## config.mk

```make
export PLATFORM = sky130hd
export DESIGN_NAME = stepper_position_sequencer
export DESIGN_NICKNAME = d
export VERILOG_FILES = /design/src/rtl/sps_pkg.sv /design/src/rtl/sps_regs.sv /design/src/rtl/sps_core.sv /design/src/rtl/stepper_position_sequencer.sv
export SDC_FILE = /design/constraint.sdc
export NUM_CORES = 1
export LEC_CHECK = 0
export BUFFER_PORTS_ARGS = -buffer_cell sky130_fd_sc_hd__buf_4
export CAP_MARGIN = 20
export CORE_MARGIN = 2
export CORE_UTILIZATION = 62
export CTS_CLUSTER_DIAMETER = 50
export DETAILED_ROUTE_END_ITERATION = 6
export PLACE_DENSITY = 0.88
export RECOVER_POWER = 100
export SYNTH_ARGS = -nofsm -noshare
export SYNTH_HDL_FRONTEND = slang
export SYNTH_HIERARCHICAL = 1
export SYNTH_SLANG_ARGS = --single-unit
```

## constraint.sdc

```tcl
create_clock -name clk -period 7.81 [get_ports clk]
set_input_delay 0.3905 -clock clk [delete_from_list [all_inputs] [get_ports clk]]
set_output_delay 0.3905 -clock clk [all_outputs]
set_load 0.02 [all_outputs]
```

## src/rtl/sps_pkg.sv

```systemverilog
// Shared types, constants and register map of the stepper position sequencer.
package sps_pkg;

	localparam int STEP_W = 16;
	localparam int FB_W = 12;
	localparam int SETTLE_W = 8;
	localparam int CORR_W = 8;
	localparam int WORD_W = 8;
	localparam int PHASE_W = 2;
	localparam int PHASE_COUNT = 4;
	localparam int ADDR_W = 4;
	localparam int DATA_W = 32;

	localparam logic [WORD_W-1:0] STOP_WORD = 8'hff;
	localparam logic [WORD_W-1:0] IDLE_WORD = 8'h00;

	localparam logic [PHASE_W-1:0] PHASE_FIRST = 2'd0;
	localparam logic [PHASE_W-1:0] PHASE_LAST = 2'(PHASE_COUNT - 1);

	// register indexes (byte address = 4 * index)
	localparam logic [1:0] REG_TOLERANCE = 2'd0;
	localparam logic [1:0] REG_SETTLE = 2'd1;
	localparam logic [1:0] REG_CORRECTION = 2'd2;

	localparam logic [FB_W-1:0] TOLERANCE_RST = 12'd16;
	localparam logic [SETTLE_W-1:0] SETTLE_RST = 8'd25;
	localparam logic [CORR_W-1:0] CORRECTION_RST = 8'd15;

	typedef struct packed {
		logic [FB_W-1:0] tolerance;
		logic [SETTLE_W-1:0] settle_period;
		logic [CORR_W-1:0] correction_step;
	} cfg_t;

	// full-step drive pattern for each phase
	function automatic logic [WORD_W-1:0] phase_word(input logic [PHASE_W-1:0] phase);
		logic [WORD_W-1:0] w;
		case (phase)
			2'd0: w = 8'h1b;
			2'd1: w = 8'h13;
			2'd2: w = 8'h12;
			2'd3: w = 8'h1a;
			default: w = 8'h1b;
		endcase
		return w;
	endfunction

endpackage

```

## src/rtl/sps_regs.sv

```systemverilog
// APB configuration registers of the stepper position sequencer.
module sps_regs (
	input  logic                      clk,
	input  logic                      arst_n,
	input  logic                      psel,
	input  logic                      penable,
	input  logic                      pwrite,
	input  logic [sps_pkg::ADDR_W-1:0] paddr,
	input  logic [sps_pkg::DATA_W-1:0] pwdata,
	output logic [sps_pkg::DATA_W-1:0] prdata,
	output logic                      pready,
	output sps_pkg::cfg_t             cfg
);
	import sps_pkg::*;

	cfg_t cfg_q;
	logic [1:0] reg_idx;
	logic wr_en;

	assign reg_idx = paddr[3:2];
	assign wr_en = psel && penable && pwrite;
	assign pready = 1'b1;
	assign cfg = cfg_q;

	// write the addressed register on the access beat
	always_ff @(posedge clk or negedge arst_n) begin
		if (!arst_n) begin
			cfg_q.tolerance <= TOLERANCE_RST;
			cfg_q.settle_period <= SETTLE_RST;
			cfg_q.correction_step <= CORRECTION_RST;
		end else if (wr_en) begin
			case (reg_idx)
				REG_TOLERANCE: cfg_q.tolerance <= pwdata[FB_W-1:0];
				REG_SETTLE: cfg_q.settle_period <= pwdata[SETTLE_W-1:0];
				REG_CORRECTION: cfg_q.correction_step <= pwdata[CORR_W-1:0];
				default: ;
			endcase
		end
	end

	// read back, unmapped addresses read zero
	always_comb begin
		case (reg_idx)
			REG_TOLERANCE: prdata = DATA_W'(cfg_q.tolerance);
			REG_SETTLE: prdata = DATA_W'(cfg_q.settle_period);
			REG_CORRECTION: prdata = DATA_W'(cfg_q.correction_step);
			default: prdata = '0;
		endcase
	end

endmodule

```

## src/rtl/sps_core.sv

```systemverilog
// Per-tick position update and registered result of the stepper position sequencer.
module sps_core (
	input  logic                        clk,
	input  logic                        arst_n,
	input  sps_pkg::cfg_t               cfg,
	input  logic                        in_valid,
	output logic                        in_ready,
	input  logic [sps_pkg::STEP_W-1:0]  target_step,
	input  logic [sps_pkg::FB_W-1:0]    target_feedback,
	input  logic [sps_pkg::FB_W-1:0]    measured_feedback,
	output logic                        out_valid,
	input  logic                        out_ready,
	output logic [sps_pkg::WORD_W-1:0]  drive_word,
	output logic                        drive_valid,
	output logic                        status
);
	import sps_pkg::*;

	logic [STEP_W-1:0] step_q, step_d;
	logic [PHASE_W-1:0] phase_q, phase_d;
	logic [SETTLE_W-1:0] settle_q, settle_d, settle_inc;
	logic [WORD_W-1:0] word_d, word_q;
	logic dvalid_d, dvalid_q, status_d, status_q;
	logic out_valid_q;
	logic accept;
	logic [FB_W:0] got_plus_tol, want_plus_tol;
	logic fb_low, fb_high, can_lower;

	// take a new beat whenever the result register is empty or being drained
	assign in_ready = !out_valid_q || out_ready;
	assign accept = in_valid && in_ready;

	// feedback window, evaluated without wrap
	assign got_plus_tol = {1'b0, measured_feedback} + {1'b0, cfg.tolerance};
	assign want_plus_tol = {1'b0, target_feedback} + {1'b0, cfg.tolerance};
	assign fb_low = got_plus_tol < {1'b0, target_feedback};
	assign fb_high = {1'b0, measured_feedback} > want_plus_tol;
	assign can_lower = step_q > STEP_W'(cfg.correction_step);
	assign settle_inc = settle_q + 1'b1;

	// next position, phase and result for this tick
	always_comb begin
		step_d = step_q;
		phase_d = phase_q;
		settle_d = settle_q;
		word_d = IDLE_WORD;
		dvalid_d = 1'b0;
		status_d = 1'b0;
		if (step_q == target_step) begin
			if (settle_inc == cfg.settle_period) begin
				settle_d = '0;
				if (fb_low && can_lower) begin
					step_d = step_q - STEP_W'(cfg.correction_step);
				end else if (fb_high) begin
					step_d = step_q + STEP_W'(cfg.correction_step);
				end
			end else begin
				settle_d = settle_inc;
				word_d = STOP_WORD;
				dvalid_d = 1'b1;
				status_d = 1'b1;
			end
		end else if (step_q > target_step) begin
			phase_d = (phase_q == PHASE_FIRST) ? PHASE_LAST : phase_q - 1'b1;
			word_d = phase_word(phase_d);
			dvalid_d = 1'b1;
			step_d = step_q - 1'b1;
		end else begin
			phase_d = (phase_q == PHASE_LAST) ? PHASE_FIRST : phase_q + 1'b1;
			word_d = phase_word(phase_d);
			dvalid_d = 1'b1;
			step_d = step_q + 1'b1;
		end
	end

	// advance state on each accepted beat
	always_ff @(posedge clk or negedge arst_n) begin
		if (!arst_n) begin
			step_q <= '0;
			phase_q <= '0;
			settle_q <= '0;
			out_valid_q <= 1'b0;
		end else begin
			if (accept) begin
				step_q <= step_d;
				phase_q <= phase_d;
				settle_q <= settle_d;
			end
			if (accept) begin
				out_valid_q <= 1'b1;
			end else if (out_ready) begin
				out_valid_q <= 1'b0;
			end
		end
	end

	// hold the result until the receiver takes it
	always_ff @(posedge clk) begin
		if (accept) begin
			word_q <= word_d;
			dvalid_q <= dvalid_d;
			status_q <= status_d;
		end
	end

	assign out_valid = out_valid_q;
	assign drive_word = word_q;
	assign drive_valid = dvalid_q;
	assign status = status_q;

endmodule

```

## src/rtl/stepper_position_sequencer.sv

```systemverilog
// Top level of the stepper position sequencer: register port and step core.
//
// Input channel (in_valid/in_ready) carries one control tick per beat:
// target_step, target_feedback and measured_feedback. Output channel
// (out_valid/out_ready) returns exactly one result beat per input beat:
// drive_word, drive_valid and status.
// The result of an accepted beat is registered: it is in the result register
// right after the edge that accepts the beat, ready to be taken from there.
// Throughput is one beat per cycle while the receiver takes results; the step counter, phase and settle
// counter update in one pass of compare and add logic ahead of the result
// register.
// When the receiver stalls, the result register holds its beat and
// in_ready drops while that register is full and not being drained, so at
// most one result waits and no beat is lost.
// Reset clears step counter, phase and settle counter, empties the result
// register and loads the configuration registers with their defaults
// (tolerance 16, settle period 25, correction step 15). The user is to write the APB
// port (registers at byte addresses 0, 4, 8) only while idle; the block does not enforce it.
module stepper_position_sequencer (
	input  logic                        clk,
	input  logic                        arst_n,
	input  logic                        psel,
	input  logic                        penable,
	input  logic                        pwrite,
	input  logic [sps_pkg::ADDR_W-1:0]  paddr,
	input  logic [sps_pkg::DATA_W-1:0]  pwdata,
	output logic [sps_pkg::DATA_W-1:0]  prdata,
	output logic                        pready,
	input  logic                        in_valid,
	output logic                        in_ready,
	input  logic [sps_pkg::STEP_W-1:0]  target_step,
	input  logic [sps_pkg::FB_W-1:0]    target_feedback,
	input  logic [sps_pkg::FB_W-1:0]    measured_feedback,
	output logic                        out_valid,
	input  logic                        out_ready,
	output logic [sps_pkg::WORD_W-1:0]  drive_word,
	output logic                        drive_valid,
	output logic                        status
);
	import sps_pkg::*;

	cfg_t cfg;

	// configuration registers
	sps_regs u_regs (
		.clk     (clk),
		.arst_n  (arst_n),
		.psel    (psel),
		.penable (penable),
		.pwrite  (pwrite),
		.paddr   (paddr),
		.pwdata  (pwdata),
		.prdata  (prdata),
		.pready  (pready),
		.cfg     (cfg)
	);

	// position update and result register
	sps_core u_core (
		.clk               (clk),
		.arst_n            (arst_n),
		.cfg               (cfg),
		.in_valid          (in_valid),
		.in_ready          (in_ready),
		.target_step       (target_step),
		.target_feedback   (target_feedback),
		.measured_feedback (measured_feedback),
		.out_valid         (out_valid),
		.out_ready         (out_ready),
		.drive_word        (drive_word),
		.drive_valid       (drive_valid),
		.status            (status)
	);

endmodule

```

Word-level counts from Yosys, hierarchy flattened
Cells that the tools add are included.
{"block": "totals", "reg_bits": 65, "inputBits": 83}
{"block": "op_classes", "n_addsub": 9, "n_eq_ne": 13, "bitwise_logic": 1, "reduce_logical": 17, "n_lt_le_gt_ge": 4, "n_mux": 18}
{"op": "16-bit two-way mux", "count": 5}
{"op": "8-bit one-hot mux with 4 select lines", "count": 2}
{"op": "12-bit one-hot mux with 3 select lines", "count": 1}
{"op": "8-bit two-way mux", "count": 4}
{"op": "12-bit by 12-bit adder with 13-bit output", "count": 2}
{"op": "16-bit by 1-bit adder with 16-bit output, second input constant", "count": 1}
{"op": "16-bit by 8-bit adder with 16-bit output", "count": 1}
{"op": "16-bit equality test", "count": 1}
{"op": "16-bit > comparator", "count": 1}
{"op": "16-bit by 8-bit > comparator with 1-bit output", "count": 1}
{"op": "16-bit by 1-bit subtractor with 16-bit output, second input constant", "count": 1}
{"op": "16-bit by 8-bit subtractor with 16-bit output", "count": 1}
{"op": "12-bit by 13-bit > comparator with 1-bit output", "count": 1}
{"op": "13-bit by 12-bit < comparator with 1-bit output", "count": 1}
{"op": "2-bit equality test, second input constant", "count": 6}
{"op": "2-bit AND reduction", "count": 5}
{"op": "8-bit by 1-bit adder with 8-bit output, second input constant", "count": 1}
{"op": "8-bit equality test", "count": 1}
{"op": "2-bit logical NOT", "count": 4}
{"op": "2-bit by 1-bit equality test with 1-bit output, second input constant", "count": 3}
{"op": "2-bit two-way mux", "count": 3}
{"op": "1-bit logical AND", "count": 4}
{"op": "1-bit two-way mux", "count": 3}
{"op": "3-bit by 2-bit != test with 1-bit output, second input constant", "count": 1}
{"op": "8 further kinds", "count": 8}

Logic depth before layout (Yosys ltp)
{"block": "depth", "ltp_word": 6, "ltp_mapped": 22, "ltp_nobuf": 20}

Cells and area by module
Netlist, hierarchy kept.
{"mod": "sps_core", "area_each_um2": 5316.3, "seq_area_each_um2": 795.8, "cells_each": 664, "n_inst": 1}
{"mod": "sps_regs", "area_each_um2": 1496.4, "seq_area_each_um2": 710.7, "cells_each": 117, "n_inst": 1}

Worst setup path before layout
No wires, ideal clock.
{"block": "synth_timing", "path_type": "reg-to-reg", "from": "register u_regs.cfg_q (netlist bit u_regs/cfg[17])", "to": "register u_core.step_q[6]", "t_arrival_ns": 4.124, "path_slack_ns": 3.604, "required_time_ns": 7.728, "path_stages_with_launch": 21, "cell_sequence": "dfrtp_1 > ha_1 > a21o_1 > a21oi_1 > o21bai_1 > a21oi_1 > nor2b_1 > o2111ai_1 > nand3_1 > o41ai_1 > xnor2_1 > ha_1 > nor2b_1 > a2111oi_0 > o21ai_1 > a211oi_4 > buf_6 > mux2i_1 > xor2_1 > nand2_1 > a31oi_1"}
{"block": "synth_between", "elab_chain_cells": 6, "word_cells_on_any_way": 10, "cone_classes": "add/sub: 2; order compare: 2; eq/ne: 1; mux: 3; reduce/logical: 2"}
{"item": "start, declared", "line": "sps_regs.sv:16", "rtl": "cfg_t cfg_q;"}
{"item": "12-bit by 12-bit adder with 13-bit output", "line": "sps_core.sv:34", "rtl": "assign got_plus_tol = {1'b0, measured_feedback} + {1'b0, cfg.tolerance};"}
{"item": "13-bit by 12-bit < comparator with 1-bit output", "line": "sps_core.sv:36", "rtl": "assign fb_low = got_plus_tol < {1'b0, target_feedback};"}
{"item": "1-bit logical AND", "line": "sps_core.sv:52", "rtl": "if (fb_low && can_lower) begin"}
{"item": "16-bit two-way mux", "line": "sps_core.sv:52"}
{"item": "16-bit two-way mux", "line": "sps_core.sv:50", "rtl": "if (settle_inc == cfg.settle_period) begin"}
{"item": "16-bit two-way mux", "line": "sps_core.sv:49", "rtl": "if (step_q == target_step) begin"}
{"item": "end signal, assigned", "line": "sps_core.sv:85", "rtl": "step_q <= step_d;"}
{"item": "end, declared", "line": "sps_core.sv:19", "rtl": "logic [STEP_W-1:0] step_q, step_d;"}
Several ways; a longest one is shown, not always the timed one. The select of a mux whose other input is x is not followed.
A chain may end at the register's enable or synchronous reset.

Worst setup path after layout
{"block": "layout_timing", "from": "register u_regs.cfg_q (netlist bit u_regs/cfg[17])", "to": "register u_core.step_q[13]"}
The elaborated chain is that of the path after synthesis.

==> results_dict.tcl <==
set metrics [dict create \
    async_flop_share_pct 93.2 \
    rr_worst_depth 19 \
    r2r_start "u_regs/cfg[17]" \
    first_global_vias 5568 \
    routedWlPerCell_microns 15.8 \
    clock-root-buffer "clkbuf_8" \
    final_cells 997 \
    status "complete, but fails checks" \
    syn_area_per_cell_sq_um 8.72 \
    viasPerCell 5.96 \
    layout.nets 1036 \
    die_h_microns 109 \
    dp.cells 981 \
    cts_setup_buffers 0 \
    syn-instance-count 781 \
    crit_fanout 27 \
    ctsHtreeMaxLevel 3 \
    ctsLongestPathBuffers 2 \
    dr.first_iter.drc_count 479 \
    required_ns 8.04 \
    dieArea_sq_mm 0.0118 \
    io_buffers 84 \
    power_per_cell_area_mw_per_mm2 352 \
    met3_usage_pct 3.83 \
    ys_seq_elements 59 \
    slew_viol_final 56 \
    ioPinCount 128 \
    hold_depth 2 \
    cts_resized 0 \
    worst-setup-path-type "reg2reg" \
    fp.dieW_microns 109 \
    cp.arrival_ns 6.13 \
    drive_gt1_share_pct 14.2 \
    end_kind "register" \
    num_rows 38 \
    hold_viol 0 \
    min_period_ns 5.90 \
    min_to "u_core/out_valid" \
    synth_edf_count 4 \
    max_stage_delay_ns 0.88 \
    worstPathCellList "ha_1 > a21o_1 > a21oi_1 > o21bai_1 > a21oi_1 > nor2b_1 > o2111ai_1 > nand3_1 > o41ai_1 > xnor2_1 > ha_1 > nor2b_1 > a2111oi_0 > o21ai_0 > a211oi_4 > a21o_1 > o21ba_1 > o2bb2ai_1 > a211o_1" \
    dr.pass1.iters 7 \
    start_util_pct 63.1 \
    skew_ns 0.00823 \
    leakagePower_nw 3.49 \
    cts_tree "built" \
    grt.overflow.total 0 \
    area_growth_pct 9.53 \
    cp_top_family "compound AO/OA/AOI/OAI gates" \
    ir_drop_v 0.000177 \
    worst_path_max_delay_cell "a211oi_4" \
    finalCritPeriodShare_pct 75.6 \
    gp_congestion 0.910 \
    antenna_found_initial 0 \
    yosysUniqueCellTypes 73 \
    clk_pin_slew_worst_paths_ns 0.08 \
    synth_area_leaders "ha_1 18%, dfrtp_1 17%, o21ai_0 3.9%" \
    grt_use_met2_pct 45.6 \
    synth_area_leader_cell "ha_1" \
    synthesis.area_sq_mm 0.00681 \
    diodes 0 \
    ys.flop_type "dfrtp_1" \
    route.detailed.drc 0 \
    synthTopCellsByCount "96 x ha_1, 59 x inv_1, 57 x nor2_1, 53 x nand2_1, 53 x o21ai_0" \
    cts_sinks 59 \
    violations "capacitance limit, slew limit" \
    crit_path_start_kind "register" \
    yosys_warnings 6 \
    grt_pass1_wl_microns 26000 \
    min_path_type "in2reg" \
    hp-start "in_valid" \
    totalWireLength_microns 15700 \
    top_usage_layer "met2" \
    yosysTopAreaCellShare_pct 17.6 \
    rrSetupSlack_ns 1.91 \
    power_mw 2.63 \
    synth-seq-area-share_pct 22.1 \
    rsz0062_at_grt "no" \
    setup_viol 0 \
    hold_slack_ns 0.250 \
    worstSkewPairLatency_ns 0.34 \
    setup_tns_ns 0 \
    grt_max_degree 56 \
    r2r-end "u_core/step_q[13]" \
    grtUsageTotal_pct 27.4 \
    detailed_place.area_sq_mm 0.00740 \
    antenna_left 0 \
    finalInstanceArea_sq_mm 0.00746 \
    vias 5945 \
    path_buf_inv 0 \
    cts_hold_buf 0 \
    maxCapViolations 1 \
    grt.met1_usage_pct 37.3 \
    slew_headroom_pct -99.8 \
    core_area_sq_mm 0.0108 \
    yosysMostFrequentCell "ha_1" \
    dp_hpwl_microns 12000 \
    cts_inserted_buffers 9 \
    tightest_slew_ns 3.00 \
    fmax_ghz 0.169 \
]
-- worst max path at each step --
stage                                     from                 to  cells past startpoint
after floorplan                 u_regs/cfg[17]   u_core/step_q[6]                     20
after global placement    measured_feedback[1]  u_core/step_q[13]                     20
after detailed placement  measured_feedback[1]  u_core/step_q[13]                     20
after CTS                       u_regs/cfg[17]  u_core/step_q[13]                     19
after global routing            u_regs/cfg[17]  u_core/step_q[11]                     19
final                           u_regs/cfg[17]  u_core/step_q[13]                     19
-- cell type report --
cell class,count,area [sq um]
Multi-Input combinational cell,637,4780
Inverter,59,221
Timing Repair Buffer,86,563
Fill cell,896,3330
Tap cell,140,175
Sequential cell,59,1510
Clock inverter,5,41.3
Clock buffer,11,174
-- report_power, final --
| group | total, mW | internal, mW | switching (mW) |
|---|---|---|---|
| Combinational | 1.80 | 0.807 | 0.992 |
| Sequential | 0.536 | 0.407 | 0.129 |
| Clock | 0.293 | 0.156 | 0.137 |
| Total | 2.63 | 1.37 | 1.26 |
-- flip-flops by register name, summed over array words and instances, names as in the netlist --
name,flops
u_core/out_valid,1
u_core/step_q,16
u_regs/cfg,28
u_core/phase_q,2
u_core/drive_word,4
u_core/settle_q,8
-- routing by layer --
layer  vias up  wire length [microns]
li1       2896                      -
met3        37                    898
met5         -                      0
met2       220                   7420
met1      2792                   7110
met4         0                    312
-- cells in the final DEF, fill, tap and decap left out, drive strengths merged, types with 13 or more instances in the layout --
cell,n
xnor2,27
clkbuf,34
buf,63
a21oi,41
mux2i,20
mux2,29
ha,96
nor2,58
xor2,17
inv,60
a21o,15
dfrtp,47
nor3,14
conb,21
nand3,21
nor2b,13
nand2,53
o21ai,58
-- cells by family (layout without fill, tap and decap cells) --
logic type	after synthesis	after routing	synth area share (%)
flip-flops	59	59	22.1
AND/OR/NAND/NOR	217	217	16.3
adder cells (fa/ha/maj)	101	101	19.1
other	2	21	0.110
buffers and inverters	104	161	7.88
AO/OA/AOI/OAI	205	205	20.6
multiplexers	49	49	8.28
XOR/XNOR	44	44	5.66
-- through the flow --
stage | util [%] | setup slack, ns
finish | 69.1 | 1.91
CTS | 70.6 | 2.09
detailed placement | 68.6 | 2.08
global placement | 68.6 | 2.23
floorplan | - | 3.60
global route | 69.1 | 1.45
Note: power is estimated with default switching activity, not from simulation.
